--- src/rtl/fbba_pkg.sv ---
// ----------------------------------------------------------------------------
// fbba_pkg
// Shared types, codes and helpers for the file block bitmap allocator.
// ----------------------------------------------------------------------------
package fbba_pkg;

	localparam int WORD_W = 32;
	localparam int BIT_W  = 5;

	localparam logic [1:0] K_CLAIM = 2'd0;
	localparam logic [1:0] K_FREE  = 2'd1;
	localparam logic [1:0] K_DONE  = 2'd2;
	localparam logic [1:0] K_XLAT  = 2'd3;

	localparam logic [1:0] ST_OK       = 2'd0;
	localparam logic [1:0] ST_NOSPACE  = 2'd1;
	localparam logic [1:0] ST_TOOLARGE = 2'd2;
	localparam logic [1:0] ST_BEYOND   = 2'd3;

	localparam logic REG_RESERVED = 1'b0;

	typedef logic [WORD_W-1:0] word_t;

	function automatic logic [BIT_W:0] pop_count(input word_t w);
		logic [BIT_W:0] s;
		s = '0;
		for (int j = 0; j < WORD_W; j++) begin
			s = s + {{BIT_W{1'b0}}, w[j]};
		end
		return s;
	endfunction

	function automatic logic [BIT_W-1:0] low_bit(input word_t w);
		logic [BIT_W-1:0] r;
		r = '0;
		for (int j = WORD_W - 1; j >= 0; j--) begin
			if (w[j]) begin
				r = BIT_W'(j);
			end
		end
		return r;
	endfunction

endpackage

--- src/rtl/fbba_bitmap.sv ---
// ----------------------------------------------------------------------------
// fbba_bitmap
// Block-in-use bitmap RAM, one word of blocks per row, with a clearing
// sweep after reset.
// ----------------------------------------------------------------------------
module fbba_bitmap import fbba_pkg::*; #(
	parameter int NROWS = 32,
	parameter int RW    = 5
) (
	input  logic          clk,
	input  logic          arst_n,
	input  logic [RW-1:0] rd_row,
	output word_t         rd_data,
	input  logic          wr_en,
	input  logic [RW-1:0] wr_row,
	input  word_t         wr_data,
	output logic          busy
);

	word_t         mem [NROWS];
	word_t         rd_data_q;
	logic          busy_q;
	logic [RW-1:0] clr_row_q;

	always_ff @(posedge clk) begin
		if (busy_q) begin
			mem[clr_row_q] <= '0;
		end else if (wr_en) begin
			mem[wr_row] <= wr_data;
		end
		rd_data_q <= mem[rd_row];
	end

	always_ff @(posedge clk or negedge arst_n) begin
		if (!arst_n) begin
			busy_q    <= 1'b1;
			clr_row_q <= '0;
		end else if (busy_q) begin
			if (clr_row_q == RW'(NROWS - 1)) begin
				busy_q <= 1'b0;
			end else begin
				clr_row_q <= clr_row_q + 1'b1;
			end
		end
	end

	assign rd_data = rd_data_q;
	assign busy    = busy_q;

endmodule

--- config.mk ---
export PLATFORM = sky130hd
export DESIGN_NAME = fbba_bitmap
export DESIGN_NICKNAME = d
export VERILOG_FILES = /design/src/rtl/fbba_pkg.sv /design/src/rtl/fbba_bitmap.sv
export SDC_FILE = /design/constraint.sdc
export NUM_CORES = 1
export LEC_CHECK = 0
export ABC_AREA = 1
export BUFFER_PORTS_ARGS = -buffer_cell sky130_fd_sc_hd__buf_2
export CORE_MARGIN = 1
export CORE_UTILIZATION = 60
export CTS_BUF_LIST = sky130_fd_sc_hd__clkbuf_4 sky130_fd_sc_hd__clkbuf_8
export DETAILED_ROUTE_END_ITERATION = 8
export PLACE_DENSITY = 0.77
export SKIP_CTS_REPAIR_TIMING = 1
export SYNTH_ARGS = -nofsm -noshare
export SYNTH_HDL_FRONTEND = slang
export SYNTH_SLANG_ARGS = --single-unit
--- constraint.sdc ---
create_clock -name clk -period 6.3 [get_ports clk]
set_clock_uncertainty 0.15 [all_clocks]
set_input_delay 0.63 -clock clk [delete_from_list [all_inputs] [get_ports clk]]
set_output_delay 0.63 -clock clk [all_outputs]
set_load 0.02 [all_outputs]
==> impl_metrics.toml, run 1 <==
[status]
status = "finished clean"

[global_routing]
grt_max_degree = 209
antenna_found_initial = 4
use_met3 = 0.0616
grt_busiest_layer = "met2"
grt_pass1_wl_um = 161000
grt_util_met1 = 0.415
grt_usage = 0.296
grt-ovfl-total = 0
grt_pass1_vias = 26900
grtUsageMet2 = 0.457

[cts]
clkSlewWorstSetupHoldPaths_ns = 0.06
cts_max_level = 4
cts.sink_count = 1062
insertion_delay_ns = 0.83
cts_tree = "done"
cts_buffer_depth = 3
cts-root-buf = "clkbuf_8"
cts-buffers-inserted = 163

[cells_and_area]
fin_area_um2 = 47000
syn_to_final_growth_pct = 8.81
fillers = 4969
final_common_cell = "nand2_1"
drive_above_1_share = 0.114
layout_common_cells = "nand2_1 (1457), edfxtp_1 (1024), nand3_1 (772)"
fin_nets = 3769

[setup_path]
worst-path-max-fanout = 33
cp-startpoint = "busy$_DFF_PN1_"
reg2reg_depth = 8
r2r_slack_ns = 2.07
r2r_start = "busy$_DFF_PN1_"
critPathArrivalTime_ns = 4.59
cp-start-kind = "register"
end_kind = "register"
critPathRequiredTime_ns = 6.66
rr_endpoint = "mem[13][15]$_DFFE_PP_"
path_class = "register to register"

[detailed_routing]
wl_per_cell_um = 22.4
vias = 28400
drcViolationCount = 0
drt_wl_total_um = 107000
viasPerCell = 5.93
drt_iter0_drc = 4083
ant_nets = 0
dr.pass1.iters = 6

[floorplanning]
placementRows = 97
die_h_um = 270
start_util = 0.611
coreArea_um2 = 70600
dieArea_um2 = 73000
die_w_um = 270
pin_count = 78

[logic_synthesis]
syn-cell-area_um2 = 43200
ys_warn_count = 0
synth_xor_area_frac = 0.000609
synthMuxAreaShare = 0
synth-compound-area-share = 0.000812
synthAdderAreaFrac = 0.000580
syn-num-nets = 3694
syn_inst = 3647
postSynthAreaPerCell_um2 = 11.8
synthDistinctLibCells = 25
ys_ff_latch = 1062
synthSimpleGateAreaFrac = 0.223
ys_seq_area_frac = 0.731
synth_top_family_by_area = "simple AND/OR/NAND/NOR gates"

[placed_design]
place_ws_ns = 1.89
port_buffers = 77
placed_area_um2 = 43800
gp_congestion = 0.824
dp_hpwl_um = 58500

[power]
power_leakage_nw = 18.3
ir_drop_mv = 0.238
power.density_nw_per_um2 = 304

[timing]
slew_violations = 0
hold_violations = 0
min_period_over_period = 0.672
worstMarginPinSlew_ns = 1.24
slew_headroom = 0.172
fin_hold_ws_ns = 0.140
finalSetupTns_ns = 0
finalWorstSetupSlack_ns = 2.07
rsz0062_at_grt = "false"
layout_min_cycle_time_ns = 4.23
fmax_mhz = 236
finalSetupViolCount = 0

[run]
drv_cap = 0

[min_path]
hold_class = "primary input to async pin"
metrics by stage:
step | utilization | std cells | total power [mW]
after floorplan | - | 3647 | 8.53
after global placement | 0.620 | 4495 | 8.80
after detailed placement | 0.620 | 4495 | 8.82
after CTS | 0.665 | 4779 | 14.3
after global routing | 0.665 | 4782 | 14.7
final | 0.665 | 4782 | 14.3
power by group:
part | switching (mW) | internal (mW)
clock network | 2.59 | 3.00
registers | 0.00823 | 7.79
logic | 0.701 | 0.195
cell usage after synthesis:
cell | n | share of area
clkbuf_1 | 22 | 0.0019
buf_2 | 79 | 0.0092
nand4_1 | 1 | 0.00015
buf_4 | 21 | 0.0037
inv_2 | 3 | 0.00026
buf_8 | 8 | 0.0028
nand3_1 | 772 | 0.090
buf_12 | 3 | 0.0014
nand2_1 | 1457 | 0.13
dfxtp_1 | 32 | 0.015
buf_1 | 12 | 0.0010
or2_2 | 1 | 0.00015
buf_6 | 77 | 0.020
inv_8 | 1 | 0.00026
xor2_1 | 2 | 0.00041
ha_1 | 2 | 0.00058
nand2_2 | 1 | 0.00015
nor2_1 | 70 | 0.0061
dfrtp_1 | 5 | 0.0029
xnor2_1 | 1 | 0.00020
inv_1 | 45 | 0.0039
o21ai_0 | 5 | 0.00058
dfstp_2 | 1 | 0.00061
edfxtp_1 | 1024 | 0.71
o21ai_1 | 2 | 0.00023
layout make-up:
| class | instances | area, um^2 | area share |
|---|---|---|---|
| inverter | 49 | 214 | 0.00456 |
| multi-input combinational | 2314 | 9990 | 0.213 |
| antenna | 1 | 2.50 | 0.0000533 |
| sequential | 1062 | 31500 | 0.672 |
| clock inverter | 39 | 201 | 0.00429 |
| clock buffer | 245 | 2970 | 0.0633 |
| timing repair buffer | 132 | 870 | 0.0185 |
| tap | 940 | 1180 | 0.0250 |
registers in the layout, summed over array words and instances (netlist names):
signal	cells
busy	1
mem	1024
rd_data	32
clr_row_q	5
worst max path at each step:
stage	endpoint	slack [ns]	cells after the start
6_report	mem[13][15]$_DFFE_PP_	2.07	8
5_1_grt	mem[13][16]$_DFFE_PP_	1.90	8
3_5_place_dp	mem[13][13]$_DFFE_PP_	1.89	8
2_1_floorplan	mem[12][0]$_DFFE_PP_	3.03	9
4_1_cts	mem[13][16]$_DFFE_PP_	2.07	8
3_3_place_gp	mem[13][7]$_DFFE_PP_	1.94	8
per-layer routing:
metal / share of wire / wire length (um)
met5: 0 / 0
met4: 0.032 / 3410
met3: 0.12 / 12800
met2: 0.47 / 50300
met1: 0.38 / 40800
cells by family (layout without fill, tap and decap cells):
group	after synthesis	after routing
other cells	0	1
simple gates	2302	2302
xor+xnor	3	3
flops	1062	1062
fa+ha+maj	2	2
buf+inv	271	465
compound gates	7	7
critical path, stage by stage, from the launching register on:
cell and delay, ns:
dfstp_2 0.54, inv_2 0.04, nand2_2 0.14, buf_4 0.42
nand2_1 0.08, o21ai_0 0.31, nand3_1 0.87, nor2_4 0.97
buf_4 0.38
Power figures use the tool's default switching activity.
==> run 2: changes to the inputs <==
Settings changed: ABC_AREA 1 to 0, CORE_UTILIZATION 60 to 59, PLACE_DENSITY 0.77 to 0.79.
Clock period 6.3 ns to 3.6 ns, I/O delays scaled along.
==> impl_metrics.toml, run 2 <==
[status]
status = "finished clean"

[floorplanning]
die_w_um = 266
die_h_um = 266
dieArea_um2 = 70700
pin_count = 78
coreArea_um2 = 68700
start_util = 0.598
placementRows = 96

[logic_synthesis]
synth-async-reset-ratio = 0.00565
postSynthAreaPerCell_um2 = 17.6
synth_top_cell_area_share = 0.749
synthDistinctLibCells = 34
ys_seq_area_frac = 0.768
syn_inst = 2328
ys_ff_latch = 1062
synth_common_cells = "edfxtp_1 (1024), mux2i_1 (513), nand2_1 (106)"
yosysMostFrequentCell = "edfxtp_1"
synth-main-ff-cell = "edfxtp_1"
syn-cell-area_um2 = 41100
synth-edff-count = 1024
synthTopCellsByArea = "edfxtp_1 (75%), mux2i_1 (13%), a22oi_1 (1.8%)"
syn-num-nets = 2375
ys_warn_count = 0
synth_area_leader_cell = "edfxtp_1"

[setup_path]
endpoint = "mem[14][25]$_DFFE_PP_"
cp-startpoint = "busy$_DFF_PN1_"
cp-start-kind = "register"
rr_endpoint = "mem[14][25]$_DFFE_PP_"
critPathRequiredTime_ns = 3.86
end_kind = "register"
r2r_start = "busy$_DFF_PN1_"
reg2reg_depth = 5
r2r_slack_ns = 0.40
worst-path-max-fanout = 32
critPathArrivalTime_ns = 3.46
path_class = "register to register"

[timing]
slew_violations = 0
finalSetupViolCount = 0
fmax_mhz = 312
rsz0062_at_grt = "false"
hold_violations = 0
min_period_over_period = 0.889
finalSetupTns_ns = 0
layout_min_cycle_time_ns = 3.20
worstMarginPinSlew_ns = 1.16
slew_headroom = 0.225

[cts]
cts-root-buf = "clkbuf_8"
cts_max_level = 4
insertion_delay_ns = 0.79
clkSlewWorstSetupHoldPaths_ns = 0.06
cts.sink_count = 1062
cts_buffer_depth = 3
cts-buffers-inserted = 156
cts_tree = "done"

[global_routing]
antenna_found_initial = 2
grt_pass1_vias = 22200
grt-ovfl-total = 0
grt_usage = 0.253
grt_max_degree = 104
grt_pass1_wl_um = 132000

[detailed_routing]
viasPerCell = 6.11
vias = 21900
drt_wl_total_um = 88400
drt_iter0_drc = 2304
dr.pass1.iters = 5
ant_nets = 0
wl_per_cell_um = 24.7
drcViolationCount = 0

[cells_and_area]
final_common_cell = "edfxtp_1"
fin_cells = 3582
drive_above_1_share = 0.174
syn_to_final_growth_pct = 12.3
largest_register_ffs = 1024
largest_register = "mem"
layout_common_cells = "edfxtp_1 (1024), mux2i_1 (513), clkbuf_8 (166)"
fin_nets = 2575
fillers = 4396

[power]
power.density_nw_per_um2 = 527
power_leakage_nw = 15.6
ir_drop_mv = 0.270
fin_total_pwr_mw = 24.3

[min_path]
hold_class = "primary input to register"

[placed_design]
dp_hpwl_um = 50400
port_buffers = 77
place_inst = 3299
gp_congestion = 0.876

[run]
drv_cap = 0
## run 2: cell types whose count changed after synthesis, moves of 55 or more
cell     delta
a21oi_1    +97
a22o_1     +64
a22oi_1    +96
buf_6      -55
mux2i_1   +513
nand2_1  -1351
nand3_1   -674
## run 2: logic make-up (layout without fill, tap and decap cells)
family / count (synthesis) / count (layout) / share of synthesized area
mux: 518 / 518 / 0.127
compound gates: 292 / 292 / 0.0484
simple gates: 318 / 318 / 0.0361
buf+inv: 133 / 455 / 0.0198
flops: 1062 / 1062 / 0.768
xor+xnor: 3 / 3 / 0.000640
other cells: 0 / 1 / 0
fa+ha+maj: 2 / 2 / 0.000609
## run 2: area by class of cell
type / count / area, um^2 / share of cell area
repair buffers: 174 / 1400 / 0.0304
flip-flops and latches: 1062 / 31500 / 0.684
inverters: 1 / 3.75 / 0.0000814
clock buffers: 218 / 2680 / 0.0580
well taps: 931 / 1160 / 0.0253
diodes: 1 / 2.50 / 0.0000543
clock inverters: 62 / 303 / 0.00657
multi-input cells: 1133 / 9010 / 0.196
## run 2: per-stage QoR
stage	area [um^2]	hold slack, ns	setup WS (ns)	utilization
6_report	46100	0.0748	0.398	0.671
2_1_floorplan	41100	-0.0856	0.145	-
4_1_cts	46100	-0.829	0.449	0.671
5_1_grt	46100	0.0645	0.302	0.671
3_3_place_gp	43100	0.0351	0.472	0.627
3_5_place_dp	43100	0.0415	0.415	0.627
## run 2: worst min path at each step
stage                     depth (start not counted)  slack [ns]   startpoint                        to
final                                             3        0.07  wr_data[16]      mem[1][16]$_DFFE_PP_
after global routing                              3        0.06  wr_data[16]      mem[4][16]$_DFFE_PP_
after CTS                                         1       -0.83       arst_n  clr_row_q[3]$_DFFE_PN0P_
after detailed placement                          1        0.04       arst_n  clr_row_q[1]$_DFFE_PN0P_
after global placement                            1        0.04       arst_n  clr_row_q[1]$_DFFE_PN0P_
after floorplan                                   0       -0.09       arst_n  clr_row_q[0]$_DFFE_PN0P_
## run 2: critical path, stage by stage (launching register included)
cell,delay [ns]
dfstp_2,0.67
nor2b_4,0.11
mux2i_2,0.32
nor2b_1,0.23
nand2_1,0.32
nor2_4,0.98
## run 2: layer usage
metal | part of all wire | vias to the layer above | track usage
li1 | - | 9614 | -
met1 | 0.41 | 11100 | 0.354
met5 | 0.000079 | - | 0
met3 | 0.091 | 147 | 0.0497
met2 | 0.48 | 1067 | 0.400
met4 | 0.022 | 2 | 0.0867
## run 2: where the power goes
part / switching, mW / internal, mW
Clock: 4.32 / 4.85
Sequential: 0.0490 / 13.7
Combinational: 0.933 / 0.441
Total: 5.30 / 19.0
